## config.mk

```make
export PLATFORM = sky130hd
export DESIGN_NAME = ptc_second
export DESIGN_NICKNAME = d
export VERILOG_FILES = /design/src/hw/rtl/ptc_pkg.sv /design/src/hw/rtl/ptc_second.sv
export SDC_FILE = /design/constraint.sdc
export NUM_CORES = 2
export LEC_CHECK = 0
export ABC_AREA = 1
export BUFFER_PORTS_ARGS = -buffer_cell sky130_fd_sc_hd__buf_2
export CAP_MARGIN = 20
export CORE_UTILIZATION = 30
export CTS_CLUSTER_SIZE = 25
export DETAILED_ROUTE_END_ITERATION = 6
export SYNTH_ARGS = -nofsm -noshare
export SYNTH_HDL_FRONTEND = slang
export SYNTH_SLANG_ARGS = --single-unit
```

## constraint.sdc

```tcl
create_clock -name clk -period 23.6 [get_ports clk]
set_input_delay 1.18 -clock clk [delete_from_list [all_inputs] [get_ports clk]]
set_output_delay 1.18 -clock clk [all_outputs]
set_load 0.1 [all_outputs]
```

## src/hw/rtl/ptc_pkg.sv

```systemverilog
// Shared types, constants and helpers for the pressure/temperature compensation pipeline.
package ptc_pkg;

  localparam int RAW_W     = 24;
  localparam int CAL_W     = 16;
  localparam int CFG_IDX_W = 3;
  localparam int OUT_W     = 32;
  localparam int TEMP_W    = 20;
  localparam int ACC_W     = 40;
  localparam int T2_W      = 17;
  localparam int WIDE_W    = 48;

  // Register indexes of the calibration port
  localparam logic [CFG_IDX_W-1:0] REG_C1 = 3'd0;
  localparam logic [CFG_IDX_W-1:0] REG_C2 = 3'd1;
  localparam logic [CFG_IDX_W-1:0] REG_C3 = 3'd2;
  localparam logic [CFG_IDX_W-1:0] REG_C4 = 3'd3;
  localparam logic [CFG_IDX_W-1:0] REG_C5 = 3'd4;
  localparam logic [CFG_IDX_W-1:0] REG_C6 = 3'd5;

  // Temperature thresholds in 0.01 degC
  localparam logic signed [TEMP_W-1:0] T_REF  = 20'sd2000;
  localparam logic signed [TEMP_W-1:0] T_COLD = -20'sd1500;

  typedef struct packed {
    logic [CAL_W-1:0] c1;
    logic [CAL_W-1:0] c2;
    logic [CAL_W-1:0] c3;
    logic [CAL_W-1:0] c4;
    logic [CAL_W-1:0] c5;
    logic [CAL_W-1:0] c6;
  } cal_t;

  // First-order results
  typedef struct packed {
    logic [RAW_W-1:0]         d1;
    logic signed [TEMP_W-1:0] temp1;
    logic signed [ACC_W-1:0]  off1;
    logic signed [ACC_W-1:0]  sens1;
    logic [T2_W-1:0]          t2;
  } first_t;

  // Results after the second-order correction
  typedef struct packed {
    logic [RAW_W-1:0]         d1;
    logic signed [TEMP_W-1:0] temp;
    logic signed [ACC_W-1:0]  off;
    logic signed [ACC_W-1:0]  sens;
  } corr_t;

  function automatic logic signed [OUT_W-1:0] sat32(input logic signed [WIDE_W-1:0] v);
    logic signed [WIDE_W-1:0] hi;
    logic signed [WIDE_W-1:0] lo;
    hi = {{(WIDE_W-OUT_W+1){1'b0}}, {(OUT_W-1){1'b1}}};
    lo = {{(WIDE_W-OUT_W+1){1'b1}}, {(OUT_W-1){1'b0}}};
    if (v > hi) begin
      sat32 = hi[OUT_W-1:0];
    end else if (v < lo) begin
      sat32 = lo[OUT_W-1:0];
    end else begin
      sat32 = v[OUT_W-1:0];
    end
  endfunction

endpackage

```

## src/hw/rtl/ptc_second.sv

```systemverilog
// Second-order correction below 20 degC, with the extra cold term below -15 degC.
module ptc_second (
  input  logic            clk,
  input  logic            rst,
  input  logic            in_valid,
  output logic            in_ready,
  input  ptc_pkg::first_t in_data,
  output logic            out_valid,
  input  logic            out_ready,
  output ptc_pkg::corr_t  out_data
);
  import ptc_pkg::*;

  logic [2:0] v;
  logic [2:0] adv;

  assign adv[2]    = !v[2] || out_ready;
  assign adv[1]    = !v[1] || adv[2];
  assign adv[0]    = !v[0] || adv[1];
  assign in_ready  = adv[0];
  assign out_valid = v[2];

  always_ff @(posedge clk) begin
    if (rst) begin
      v <= '0;
    end else begin
      if (adv[0]) v[0] <= in_valid;
      if (adv[1]) v[1] <= v[0];
      if (adv[2]) v[2] <= v[1];
    end
  end

  // Stage 0: squares of the distances to both thresholds
  logic signed [20:0] a_next;
  logic signed [20:0] b_next;
  logic signed [41:0] aa_full;
  logic signed [41:0] bb_full;
  logic [35:0]        aa;
  logic [35:0]        bb;
  logic               lt20_s0;
  logic               lt15_s0;
  first_t             f_s0;

  assign a_next  = 21'(in_data.temp1) - 21'(T_REF);
  assign b_next  = 21'(in_data.temp1) - 21'(T_COLD);
  assign aa_full = a_next * a_next;
  assign bb_full = b_next * b_next;

  always_ff @(posedge clk) begin
    if (adv[0]) begin
      aa      <= aa_full[35:0];
      bb      <= bb_full[35:0];
      lt20_s0 <= in_data.temp1 < T_REF;
      lt15_s0 <= in_data.temp1 < T_COLD;
      f_s0    <= in_data;
    end
  end

  // Stage 1: OFF2, SENS2 and T2, zero when warm
  logic [ACC_W-1:0] aa5;
  logic [ACC_W-1:0] bb7;
  logic [ACC_W-1:0] bb11;
  logic [ACC_W-1:0] off2_next;
  logic [ACC_W-1:0] sens2_next;
  logic [ACC_W-1:0] off2;
  logic [ACC_W-1:0] sens2;
  first_t           f_s1_next;
  first_t           f_s1;

  assign aa5  = ACC_W'(aa) * 40'd5;
  assign bb7  = ACC_W'(bb) * 40'd7;
  assign bb11 = ACC_W'(bb) * 40'd11;

  always_comb begin
    off2_next  = '0;
    sens2_next = '0;
    if (lt20_s0) begin
      off2_next  = aa5 >> 1;
      sens2_next = aa5 >> 2;
      if (lt15_s0) begin
        off2_next  = off2_next + bb7;
        sens2_next = sens2_next + (bb11 >> 1);
      end
    end
  end

  always_comb begin
    f_s1_next    = f_s0;
    f_s1_next.t2 = lt20_s0 ? f_s0.t2 : '0;
  end

  always_ff @(posedge clk) begin
    if (adv[1]) begin
      off2  <= off2_next;
      sens2 <= sens2_next;
      f_s1  <= f_s1_next;
    end
  end

  // Stage 2: apply the corrections
  logic [ACC_W:0]    off_wide;
  logic [ACC_W:0]    sens_wide;
  logic [TEMP_W-1:0] temp_diff;
  corr_t             corr_next;

  assign off_wide  = {f_s1.off1[ACC_W-1], f_s1.off1} - {1'b0, off2};
  assign sens_wide = {f_s1.sens1[ACC_W-1], f_s1.sens1} - {1'b0, sens2};
  assign temp_diff = f_s1.temp1 - {3'b000, f_s1.t2};

  always_comb begin
    corr_next.d1   = f_s1.d1;
    corr_next.temp = $signed(temp_diff);
    corr_next.off  = $signed(off_wide[ACC_W-1:0]);
    corr_next.sens = $signed(sens_wide[ACC_W-1:0]);
  end

  always_ff @(posedge clk) begin
    if (adv[2]) begin
      out_data <= corr_next;
    end
  end

endmodule

```

-- Word-level counts from Yosys, hierarchy flattened
Cells that the tools add are included.
- register bits: 563
- bits of input ports: 145
- output and inout bits: 126
- word-level logic and storage cells: 48
- add/sub/neg operators: 7
- multipliers: 5
- magnitude comparators: 2
- multiplexer cells: 2
- reductions and logical operators: 7
- operators by type and width (kind ; count):
    $sub 40x40->40 ; 2
    $mul 36x3->39 const B ; 2
    $mul 21x21->36 ; 2
    $sub 20x12->21 const B ; 2
    $add 37x39->40 ; 1
    $add 38x39->40 ; 1
    $lt 20x12->1 const B ; 2
    $mul 36x4->40 const B ; 1
    $mux 38 ; 1
    $mux 37 ; 1
    $sub 20x17->20 ; 1
    $logic_not 1->1 ; 3
    $logic_or 1x1->1 ; 3
    $reduce_and 2->1 ; 1

-- Logic depth before layout (Yosys ltp)
- word-level depth: 4
- gate-level depth with buffers: 41
- gate-level depth less buffers: 38

-- Least setup slack after synthesis
OpenSTA, ideal clock, no wires.
- path kind: input to output
- start point: input out_ready
- end point: output in_ready
- arrival time: 9.179 ns
- required time: 22.420 ns
- path slack: 13.241 ns
- cell stages on the path: 4
- buffers on the path: 0
- path through: inv_1 nand2_1 nor2_1 nand2_1
- word-level cells in the longest chain between the ends: 3
- ends and longest elaborated chain (element ; line ; source):
    start: declaration ; ptc_second.sv:9 ; input logic out_ready,
    $logic_or 1x1->1 ; ptc_second.sv:17 ; assign adv[2] = !v[2] || out_ready;
    via adv[2] ; ptc_second.sv:15 ; logic [2:0] adv;
    $logic_or 1x1->1 ; ptc_second.sv:18 ; assign adv[1] = !v[1] || adv[2];
    $logic_or 1x1->1 ; ptc_second.sv:19 ; assign adv[0] = !v[0] || adv[1];
    end: declaration ; ptc_second.sv:6 ; output logic in_ready,
The timed path passes the listed nets, and every way through them passes these cells.

-- Final worst setup path
- start point: input in_data[101] (netlist bit)
- end point: register aa[35] (data pin)
- word-level cells in the longest chain between the ends: 2
- ends and longest elaborated chain (element ; line ; source):
    start: declaration ; ptc_second.sv:7 ; input ptc_pkg::first_t in_data,
    $sub 20x12->21 ; ptc_second.sv:44 ; assign a_next = 21'(in_data.temp1) - 21'(T_REF);
    $mul 21x21->36 ; ptc_second.sv:46 ; assign aa_full = a_next * a_next;
    via aa_full[35] ; ptc_second.sv:36 ; logic signed [41:0] aa_full;
    end signal: assignment ; ptc_second.sv:51 ; aa <= aa_full[35:0];
    end: declaration ; ptc_second.sv:38 ; logic [35:0] aa;
The timed path passes the listed nets, and every way through them passes these cells.
A chain may end at the register's enable or synchronous reset.

==> impl_metrics.yaml <==
timing:
  relSlewSlack_pct: 24.30
  max_freq_mhz: 100.4
  whs_ps: 411.3
  finalHoldViolations: 0
  layout_min_cycle_time_ps: 9959
  slew_viol_final: 0
  setup-violations-final: 0
  worst_pin_slew_ps: 1133
  tns_ps: 0
  rsz0062_at_grt: "no"
  skew_ps: 40.89
  fin_crit_sh_pct: 42.20
cts:
  cts_setup_buffers: 0
  cts.reportedPaths.clkPinSlew_ps: 70
  numCtsBuffers: 67
  numClockSinks: 557
  cts_max_path_buffers: 3
  cts_root_buffer: "clkbuf_16"
  cts_hold_buf: 0
  cts_resized: 0
  cts_tree: "yes"
  clk_latency_ps: 700
  cts-htree-levels: 3
finish:
  seqCellArea_mm2: 0.01670
  multi_input_area_mm2: 0.04095
  fin_util_pct: 33.51
  final_common_cell: "inv_1"
  stdcell_area_mm2: 0.07207
  area_delta_synth_final_pct: 10.72
  drive_gt1_share_pct: 6.154
  layout_common_cells: "inv_1, nand2_1, fa_1"
  nets: 9376
  fillers: 22450
drt:
  vias: 51230
  ant_nets: 0
  drt-total-wl_um: 211300
  drc: 0
  first_iter_violations: 3811
  via_per_inst: 4.763
  wire_per_inst_um: 19.64
  drt_first_pass_iters: 6
logic_synthesis:
  yosys_warnings: 0
  synth_area_per_cell_um2: 8.591
  ys.flop_type: "edfxtp_1"
  syn_inst: 7577
  synth-seq-cells: 557
  async_flop_share_pct: 0
  synth.distinct_cells: 61
  ys_seq_area_share_pct: 25.65
  syn_area_mm2: 0.06509
  synth_edf_count: 554
placed_design:
  gp_congestion: 1.001
  portBuffers: 270
  place_area_mm2: 0.06988
  hpwl_um: 177900
min_path:
  worstHoldStart: "f_s0[90]"
  holdCritPathClass: "reg2reg"
  whs_path_depth: 0
  min_to: "f_s1[90]"
critical_path:
  cp-end-kind: "flop"
  crit_top_cell: "inv_1"
  cp_slowest_cell: "clkinv_1"
  critical_path.max_fanout: 21
  r2r-end: "off2[34]"
  crit_type: "in2reg"
  rrSetupSlack_ps: 17480
  arrival_ps: 10410
  crit_path_start_kind: "primary input"
  critPathRequiredTime_ps: 24050
  cpPeakStageDelay_ps: 660
  rr_worst_depth: 24
  worstReg2RegStart: "aa[2]"
global_route:
  grt_use_total_pct: 19.23
  use_met1_pct: 25.33
  met2_usage_pct: 31.87
  antenna_found_initial: 17
  grt_pass1_wl_um: 319900
  grt_max_degree: 133
  grt_pass1_vias: 53210
  grt-busiest-layer: "met2"
  gr-usage-met3_pct: 2.526
  grt_overflow: 0
run:
  cap_viol_max_count: 0
die:
  io_pins: 271
  core_mm2: 0.2150
  row_count: 170
  die_w_um: 467.8
  die_area_mm2: 0.2188
  fp.dieH_um: 467.8
  start_util_pct: 30.27
outcome:
  status: "completed"
==> cell usage after synthesis, types with 17 or more instances <==
master / instances / area [um^2]
xnor2_1: 70 / 613.1
nand2_1: 1286 / 4827
nor3_1: 48 / 240.2
a21o_1: 47 / 352.8
a21boi_0: 17 / 127.6
a21oi_1: 456 / 2282
edfxtp_1: 554 / 16640
or2_2: 21 / 131.4
xor2_1: 155 / 1358
o21bai_1: 55 / 412.9
fa_1: 830 / 16620
inv_1: 1861 / 6985
nand4_1: 53 / 331.6
nor2_1: 771 / 2894
nand3_1: 278 / 1391
buf_2: 23 / 115.1
o21ai_0: 247 / 1236
a31oi_1: 35 / 219.0
nor4_1: 20 / 125.1
ha_1: 536 / 6706
nand3b_1: 24 / 180.2
clkbuf_1: 48 / 180.2
==> critical path: cells and delay by family <==
family	cells	cell delay [ps]
buffers and inverters	11	1960
AOI/OAI and AO/OA	4	960
and+or+nand+nor	12	1960
adders and majority gates	9	4340
==> metrics by stage <==
| stage | std cells | setup slack, ps |
|---|---|---|
| 2_1_floorplan | 7580 | 13240 |
| 3_3_place_gp | 10630 | 13210 |
| 3_5_place_dp | 10630 | 13150 |
| 4_1_cts | 10750 | 13900 |
| 5_1_grt | 10750 | 13290 |
| 6_report | 10760 | 13640 |
==> worst max path at each step <==
stage / startpoint / to / slack [ps] / depth (start not counted)
after floorplan: out_ready / in_ready / 13240 / 4
after global placement: in_data[101] / aa[35] / 13210 / 34
after detailed placement: in_data[101] / aa[35] / 13150 / 34
after CTS: in_data[101] / aa[35] / 13900 / 34
after global routing: in_data[101] / aa[35] / 13290 / 34
final: in_data[101] / aa[35] / 13640 / 36
==> metal layers <==
layer  part of all wire, %  wire, um  up-vias
li1                      -         -    24140
met1                    44     92810    25010
met2                    46     97290     1722
met3                   5.9     12540      344
met4                   4.0      8538       16
met5                 0.047        99        -
==> sequential cells by signal (all words and copies together), names as in the netlist <==
signal     count
f_s1         117
off2          40
sens2         39
v              3
lt20_s0        1
aa            35
f_s0         140
lt15_s0        1
corr_next     24
bb            33
out_data     124
==> logic make-up (layout without fill, tap and decap cells) <==
family	Yosys count	count (layout)	share of synthesized area [%]
mux	1	1	0.01538
buf+inv	1968	2301	11.49
flops	557	557	25.65
other cells	1	9	0.005761
xor+xnor	227	227	3.095
compound gates	902	902	7.679
fa+ha+maj	1366	1366	35.83
simple gates	2555	2555	16.24
==> final cells by class <==
class,count,area share (%)
multi-input combinational,5055,56.83
sequential,557,23.17
inverter,1882,9.819
tap,2838,4.927
clock buffer,74,2.392
timing repair buffer,302,2.226
clock inverter,43,0.6267
antenna,5,0.01736
Power is not shown: default switching activity piles up to over one toggle a cycle in this logic, so the estimate is an artifact.
