===== src/hw/rtl/ptc_pkg.sv =====
// Shared types, constants and helpers for the pressure/temperature compensation pipeline.
package ptc_pkg;

  localparam int RAW_W     = 24;
  localparam int CAL_W     = 16;
  localparam int CFG_IDX_W = 3;
  localparam int OUT_W     = 32;
  localparam int TEMP_W    = 20;
  localparam int ACC_W     = 40;
  localparam int T2_W      = 17;
  localparam int WIDE_W    = 48;

  // Register indexes of the calibration port
  localparam logic [CFG_IDX_W-1:0] REG_C1 = 3'd0;
  localparam logic [CFG_IDX_W-1:0] REG_C2 = 3'd1;
  localparam logic [CFG_IDX_W-1:0] REG_C3 = 3'd2;
  localparam logic [CFG_IDX_W-1:0] REG_C4 = 3'd3;
  localparam logic [CFG_IDX_W-1:0] REG_C5 = 3'd4;
  localparam logic [CFG_IDX_W-1:0] REG_C6 = 3'd5;

  // Temperature thresholds in 0.01 degC
  localparam logic signed [TEMP_W-1:0] T_REF  = 20'sd2000;
  localparam logic signed [TEMP_W-1:0] T_COLD = -20'sd1500;

  typedef struct packed {
    logic [CAL_W-1:0] c1;
    logic [CAL_W-1:0] c2;
    logic [CAL_W-1:0] c3;
    logic [CAL_W-1:0] c4;
    logic [CAL_W-1:0] c5;
    logic [CAL_W-1:0] c6;
  } cal_t;

  // First-order results
  typedef struct packed {
    logic [RAW_W-1:0]         d1;
    logic signed [TEMP_W-1:0] temp1;
    logic signed [ACC_W-1:0]  off1;
    logic signed [ACC_W-1:0]  sens1;
    logic [T2_W-1:0]          t2;
  } first_t;

  // Results after the second-order correction
  typedef struct packed {
    logic [RAW_W-1:0]         d1;
    logic signed [TEMP_W-1:0] temp;
    logic signed [ACC_W-1:0]  off;
    logic signed [ACC_W-1:0]  sens;
  } corr_t;

  function automatic logic signed [OUT_W-1:0] sat32(input logic signed [WIDE_W-1:0] v);
    logic signed [WIDE_W-1:0] hi;
    logic signed [WIDE_W-1:0] lo;
    hi = {{(WIDE_W-OUT_W+1){1'b0}}, {(OUT_W-1){1'b1}}};
    lo = {{(WIDE_W-OUT_W+1){1'b1}}, {(OUT_W-1){1'b0}}};
    if (v > hi) begin
      sat32 = hi[OUT_W-1:0];
    end else if (v < lo) begin
      sat32 = lo[OUT_W-1:0];
    end else begin
      sat32 = v[OUT_W-1:0];
    end
  endfunction

endpackage


===== src/hw/rtl/ptc_front.sv =====
// First-order compensation: dT, the coefficient products and TEMP, OFF, SENS, T2.
module ptc_front (
  input  logic                      clk,
  input  logic                      rst,
  input  logic                      in_valid,
  output logic                      in_ready,
  input  logic [ptc_pkg::RAW_W-1:0] pressure_raw,
  input  logic [ptc_pkg::RAW_W-1:0] temperature_raw,
  input  ptc_pkg::cal_t             cal,
  output logic                      out_valid,
  input  logic                      out_ready,
  output ptc_pkg::first_t           out_data
);
  import ptc_pkg::*;

  logic [2:0] v;
  logic [2:0] adv;

  assign adv[2]    = !v[2] || out_ready;
  assign adv[1]    = !v[1] || adv[2];
  assign adv[0]    = !v[0] || adv[1];
  assign in_ready  = adv[0];
  assign out_valid = v[2];

  always_ff @(posedge clk) begin
    if (rst) begin
      v <= '0;
    end else begin
      if (adv[0]) v[0] <= in_valid;
      if (adv[1]) v[1] <= v[0];
      if (adv[2]) v[2] <= v[1];
    end
  end

  // Stage 0: dT = D2 - C5 * 256
  logic signed [24:0]     dt_next;
  logic signed [24:0]     dt;
  logic [RAW_W-1:0]       d1_s0;

  assign dt_next = $signed({1'b0, temperature_raw}) - $signed({1'b0, cal.c5, 8'h00});

  always_ff @(posedge clk) begin
    if (adv[0]) begin
      dt    <= dt_next;
      d1_s0 <= pressure_raw;
    end
  end

  // Stage 1: coefficient products and dT squared
  logic signed [16:0] c3s;
  logic signed [16:0] c4s;
  logic signed [16:0] c6s;
  logic signed [41:0] p_t_next;
  logic signed [41:0] p_off_next;
  logic signed [41:0] p_sens_next;
  logic signed [49:0] p_sq_next;
  logic signed [41:0] p_t;
  logic signed [41:0] p_off;
  logic signed [41:0] p_sens;
  logic signed [49:0] p_sq;
  logic [RAW_W-1:0]   d1_s1;

  assign c3s         = $signed({1'b0, cal.c3});
  assign c4s         = $signed({1'b0, cal.c4});
  assign c6s         = $signed({1'b0, cal.c6});
  assign p_t_next    = dt * c6s;
  assign p_off_next  = dt * c4s;
  assign p_sens_next = dt * c3s;
  assign p_sq_next   = dt * dt;

  always_ff @(posedge clk) begin
    if (adv[1]) begin
      p_t    <= p_t_next;
      p_off  <= p_off_next;
      p_sens <= p_sens_next;
      p_sq   <= p_sq_next;
      d1_s1  <= d1_s0;
    end
  end

  // Stage 2: scale with truncation toward zero (bias negative values before the shift)
  logic signed [41:0] t_adj;
  logic signed [41:0] off_adj;
  logic signed [41:0] sens_adj;
  logic signed [41:0] t_sh;
  logic signed [41:0] off_sh;
  logic signed [41:0] sens_sh;
  logic [49:0]        sq_sh;
  first_t             first_next;

  assign t_adj    = p_t + (p_t[41] ? 42'sd8388607 : 42'sd0);
  assign off_adj  = p_off + (p_off[41] ? 42'sd127 : 42'sd0);
  assign sens_adj = p_sens + (p_sens[41] ? 42'sd255 : 42'sd0);
  assign t_sh     = t_adj >>> 23;
  assign off_sh   = off_adj >>> 7;
  assign sens_sh  = sens_adj >>> 8;
  assign sq_sh    = p_sq >> 31;

  always_comb begin
    first_next.d1    = d1_s1;
    first_next.temp1 = $signed(t_sh[TEMP_W-1:0]) + T_REF;
    first_next.off1  = $signed({8'h00, cal.c2, 16'h0000}) + $signed(off_sh[ACC_W-1:0]);
    first_next.sens1 = $signed({9'h000, cal.c1, 15'h0000}) + $signed(sens_sh[ACC_W-1:0]);
    first_next.t2    = sq_sh[T2_W-1:0];
  end

  always_ff @(posedge clk) begin
    if (adv[2]) begin
      out_data <= first_next;
    end
  end

endmodule


===== config.mk =====
export PLATFORM = sky130hd
export DESIGN_NAME = ptc_front
export DESIGN_NICKNAME = d
export VERILOG_FILES = /design/src/hw/rtl/ptc_pkg.sv /design/src/hw/rtl/ptc_front.sv
export SDC_FILE = /design/constraint.sdc
export NUM_CORES = 2
export LEC_CHECK = 0
export ABC_AREA = 1
export CORE_UTILIZATION = 51
export CTS_BUF_LIST = sky130_fd_sc_hd__clkbuf_8
export CTS_CLUSTER_SIZE = 10
export DETAILED_ROUTE_END_ITERATION = 16
export DONT_BUFFER_PORTS = 1
export GPL_TIMING_DRIVEN = 1
export MAX_ROUTING_LAYER = met4
export PLACE_DENSITY_LB_ADDON = 0.25
export SETUP_SLACK_MARGIN = 0.3
export SLEW_MARGIN = 20
export SYNTH_ARGS = -nofsm -noshare
export SYNTH_HDL_FRONTEND = slang
export SYNTH_SLANG_ARGS = --single-unit

===== constraint.sdc =====
create_clock -name clk -period 7.2 [get_ports clk]
set_clock_uncertainty 0.1 [all_clocks]
set_input_delay 0.36 -clock clk [delete_from_list [all_inputs] [get_ports clk]]
set_output_delay 0.36 -clock clk [all_outputs]
set_load 0.01 [all_outputs]

## Word-level counts from Yosys, hierarchy flattened

Cells that the tools add are included.

- Output and inout port bits: 143
- Bits in registers: 391
- Logic and storage cells: 35

- $mul: 4
- Muxes and demuxes: 3
- Reductions and logical operators: 6
- Add/subtract/negate cells: 7

Operator list:

| cell | count |
|---|---|
| $mul 25x17->42 | 3 |
| $mul 25x25->48 | 1 |
| $add 42x24->42 | 1 |
| $add 42x8->42 | 1 |
| $add 42x9->42 | 1 |
| $add 33x35->36 | 1 |
| $add 32x34->35 | 1 |
| $sub 24x24->25 | 1 |
| $mux 23 | 1 |
| $add 19x12->20 const B | 1 |
| $mux 8 | 1 |
| $mux 7 | 1 |
| $logic_not 1->1 | 3 |
| $logic_or 1x1->1 | 3 |

## Longest topological paths before layout

- Word-level depth: 4
- Mapped depth: 31
- Depth with buffers taken out: 29

## Least setup slack after synthesis

OpenSTA, ideal clock, no wires.

- Kind: input-to-reg
- From: in out_ready
- To: reg d1_s1[0] (enable)
- Required time: 6.580 ns
- Stages on the path: 4
- Slack: -0.155 ns
- Library setup time: 0.520 ns
- Buffers on the path: 0
- Data arrival time: 6.736 ns
- Path through: inv_1 nand2_1 nor2_1 inv_1

- Cells in the longest elaborated chain, start to end: 2

RTL lines:

| item | RTL line | RTL |
|---|---|---|
| from (decl) | ptc_front.sv:11 | `input logic out_ready,` |
| $logic_or 1x1->1 | ptc_front.sv:19 | `assign adv[2] = !v[2] \|\| out_ready;` |
| via adv[2] | ptc_front.sv:17 | `logic [2:0] adv;` |
| $logic_or 1x1->1 | ptc_front.sv:20 | `assign adv[1] = !v[1] \|\| adv[2];` |
| via adv[1] | ptc_front.sv:17 |  |
| to (signal assigned) | ptc_front.sv:77 | `d1_s1 <= d1_s0;` |
| to (decl) | ptc_front.sv:61 | `logic [RAW_W-1:0] d1_s1;` |

The timed path passes the listed nets, and every way through them passes these cells.
A chain may end at the register's enable or synchronous reset.

## Worst setup path after layout

- From: reg dt[24]
- To: reg p_sq[47], data pin

- Cells in the longest elaborated chain, start to end: 1

RTL lines:

| item | RTL line | RTL |
|---|---|---|
| from (decl) | ptc_front.sv:37 | `logic signed [24:0] dt;` |
| from (signal assigned) | ptc_front.sv:44 | `dt <= dt_next;` |
| $mul 25x25->48 | ptc_front.sv:69 | `assign p_sq_next = dt * dt;` |
| via p_sq_next[47] | ptc_front.sv:56 | `logic signed [49:0] p_sq_next;` |
| to (signal assigned) | ptc_front.sv:76 | `p_sq <= p_sq_next;` |
| to (decl) | ptc_front.sv:60 | `logic signed [49:0] p_sq;` |

The timed path passes the listed nets, and every way through them passes these cells.

==> run metrics <==
via density per instance slightly above 5; global placement routability congestion ~0.93; detailed-route via count just over 60000; CTS Buf Count 69; Period minus WS final 6800 ps; area post-placement 85200 um^2; initial core utilization 51.4%; area grow syn2layout 7.18%; Detail Route Antenna Nets 0; # nets final between 10000 and 15000; share of synthesized registers carrying an async set or reset 0%; number of detailed-routing iterations run before antenna repair 8; total routing usage reported by global routing 27.1%; detailed-route wire length 208 mm; final-layout worst hold slack between 60 and 70 ps; count of mapped cells out of synthesis 9772; sequential standard cell area 10500 um^2; Avg Inst Size Synth 8.45 um^2; # rows 147; total area of multi-input combinational cells 59500 um^2; count of final setup violators 0; Netlist Area Pre-Place 82600 um^2; Max Fanout on Critical Path 5; run status finished, final reports clean; CP startpoint kind register; r2r startpoint dt[24]$_DFFE_PP_; commonest register cell after synthesis edfxtp_1; post-route fraction of the period consumed by the critical path 94.4%; Least-Margin Pin Slew 1030 ps; clock-pin slew reported for the worst setup and hold paths after clock tree synthesis about 60 ps; Max Cap Violations 0; crit path capture p_sq[47]$_DFFE_PP_; number of design rule violations left after detail routing 0; total die area 164000 um^2; maximum number of pins on one net before global-route repair just over 70; arrival time worst endpoint between 7000 and 8000 ps; clock tree from TritonCTS done; detailed placement HPWL 169 mm; Starting DRT DRC Count 3593; Max Root-Sink Buffers 3; total negative slack for setup checks 0 ps; number of hold-slack violations in the final timing report 0; number of antenna violations at the first check in global routing 7; I/O pin count 291; headroom to the max-slew limit 31.2%; overall overflow remaining after global route 0; kind of critical path reg -> reg; startpoint of the worst setup timing path dt[24]$_DFFE_PP_; first-pass GRT wire length 343 mm; post-DR wirelength/cell 17.3 um; die extent in x 404 um; number of clock sinks 351; total of buffers placed on input and output ports 0; data required time of the critical path 7620 ps; nets in the synthesized netlist 12200; Skew-Pair Late Insertion Delay 800 ps; fraction of layout cells with a size suffix above 1 3.96%; Ys Warns 0; unrepaired setup endpoints after global routing true; Achievable Freq 0.147 GHz; cell at the root of the clock tree clkbuf_8; Layout Cell Area excl Fill 88500 um^2; count of different cell masters after synthesis 53; Synth Register Bits 351; height of the die a little over 400 um; number of inserted filler cells in the final layout 14700; Final Slew Violations 0; number of cell instances on the worst register-to-register path 23; sequential element share of the synthesized area 12.7%; H-tree Lvls 3; setup slack on the worst flop-to-flop path 400 ps; placeable core area 161000 um^2; reg2reg end p_sq[47]$_DFFE_PP_; number of synthesized flops with an enable pin about 350; kind of end point of the critical path register; number of global-route vias before repair 67000; Worst Hold Class in -> reg
[metrics by stage]
step                      worst slack [ps]  instances  utilization [%]
after floorplan                        316       9772                -
after global placement                 141      11700             53.1
after detailed placement              23.8      11700             53.1
after CTS                              317      12000             54.8
after global routing                   219      12000             55.1
final                                  403      12000             55.1
[layout by cell type, fill, tap and decap left out, types with 9 or more instances in the layout]
master,Yosys,layout
ha_1,539,537
a21oi_2,4,10
fa_1,1765,1759
o221ai_1,9,9
buf_12,0,27
o21ai_1,10,17
nor3_1,53,51
nand2_2,16,22
nand3_1,149,147
buf_4,9,125
edfxtp_1,348,348
xnor2_1,95,95
nor2_2,12,19
o21bai_1,19,19
clkinv_1,0,14
or2_2,10,10
o21a_1,10,10
dlygate4sd3_1,0,115
a21oi_1,282,276
xor2_1,175,175
nand4_1,60,60
inv_1,3033,3040
nand2_1,2164,2157
nor2_1,348,341
o211ai_1,9,9
o21ai_0,116,109
clkbuf_8,0,71
a21o_1,38,38
nor4_1,17,14
a31oi_1,53,51
buf_6,0,13
[area by class of cell]
class / instances / area share, %
Sequential cell: 351 / 11.9
Multi-Input combinational cell: 6024 / 67.2
Antenna cell: 8 / 0.0226
Clock inverter: 49 / 0.561
Clock buffer: 71 / 1.10
Tap cell: 2160 / 3.05
Inverter: 3039 / 12.9
Timing Repair Buffer: 288 / 3.31
[Yosys cell counts, types with 4 or more instances]
library cell	instances	area, um^2
nand3b_1	8	60.1
xor2_1	175	1530
a211oi_1	6	45.0
nand2_4	5	56.3
nand2_2	16	100
buf_1	19	71.3
clkbuf_1	327	1230
nor4_1	17	106
nor2_1	348	1310
a31o_2	4	35.0
inv_1	3033	11400
o21ai_1	10	50.1
ha_1	539	6740
edfxtp_1	348	10500
fa_1	1765	35300
or2_2	10	62.6
a21oi_1	282	1410
o221ai_1	9	78.8
and3_1	6	37.5
nor2_4	8	90.1
nor2_2	12	75.1
buf_4	9	67.6
nand4_1	60	375
o21ai_0	116	581
o21bai_1	19	143
a31oi_1	53	332
inv_2	6	22.5
nor3_1	53	265
o211ai_1	9	67.6
xnor2_1	95	832
o21a_1	10	75.1
a21o_1	38	285
nand2_1	2164	8120
a21oi_2	4	35.0
nand3_2	6	60.1
nand3_1	149	746
[state kept, by name, indices dropped and copies added (netlist names)]
register and count:
out_data 132, p_off 42, p_sens 42, p_t 42
dt 25, d1_s0 24, d1_s1 24, p_sq 17
v 3
[worst max-delay path, stage by stage, from the launching register on]
cell	delay, ps
edfxtp_1	430
buf_4	190
buf_4	130
nand2_1	50
inv_1	60
fa_2	510
fa_2	630
clkinvlp_4	180
buf_4	190
buf_4	130
fa_1	470
inv_1	60
fa_1	490
fa_1	610
fa_1	440
fa_1	450
ha_1	380
nand2_1	160
nor2_1	220
inv_1	100
nor3_2	220
nand3_1	110
o2111ai_1	100
xor2_1	100
[metal layers]
| metal | vias to the layer above | share of wire, % | track usage, % |
|---|---|---|---|
| met3 | 384 | 5.3 | 3.30 |
| met5 | - | 0 | - |
| met1 | 30700 | 41 | 33.7 |
| li1 | 28100 | - | - |
| met4 | 0 | 2.9 | 7.46 |
| met2 | 1642 | 51 | 46.5 |
[worst min path at each step]
stage	depth (start not counted)	slack, ps	startpoint	to
CTS	5	0.3	cal[35]	p_off[3]$_DFFE_PP_
global route	3	20	temperature_raw[14]	dt[14]$_DFFE_PP_
floorplan	0	300	d1_s0[0]$_DFFE_PP_	d1_s1[0]$_DFFE_PP_
finish	3	70	temperature_raw[14]	dt[14]$_DFFE_PP_
detailed placement	0	300	d1_s0[0]$_DFFE_PP_	d1_s1[0]$_DFFE_PP_
global placement	0	300	d1_s0[3]$_DFFE_PP_	d1_s1[3]$_DFFE_PP_
[kinds of logic after synthesis]
group | count (synthesis) | synth area share (%)
AOI/OAI and AO/OA | 578 | 3.98
xor gates and xnor gates | 270 | 2.86
adders and majority gates | 2304 | 50.9
buffers and inverters | 3397 | 15.5
DFF | 351 | 12.7
and+or+nand+nor | 2872 | 14.0
[what timing repair did]
action | in CTS | in global routing
pin swaps | 0 | 10
endpoints found under the setup margin | 29 | 44
resized for setup | 2 | 70
gates cloned | 0 | 4
endpoints found under the hold margin | 96 | 0
hold buffers | 115 | 0
setup buffers | 19 | 16
Power is not shown: default switching activity piles up to over one toggle a cycle in this logic, so the estimate is an artifact.
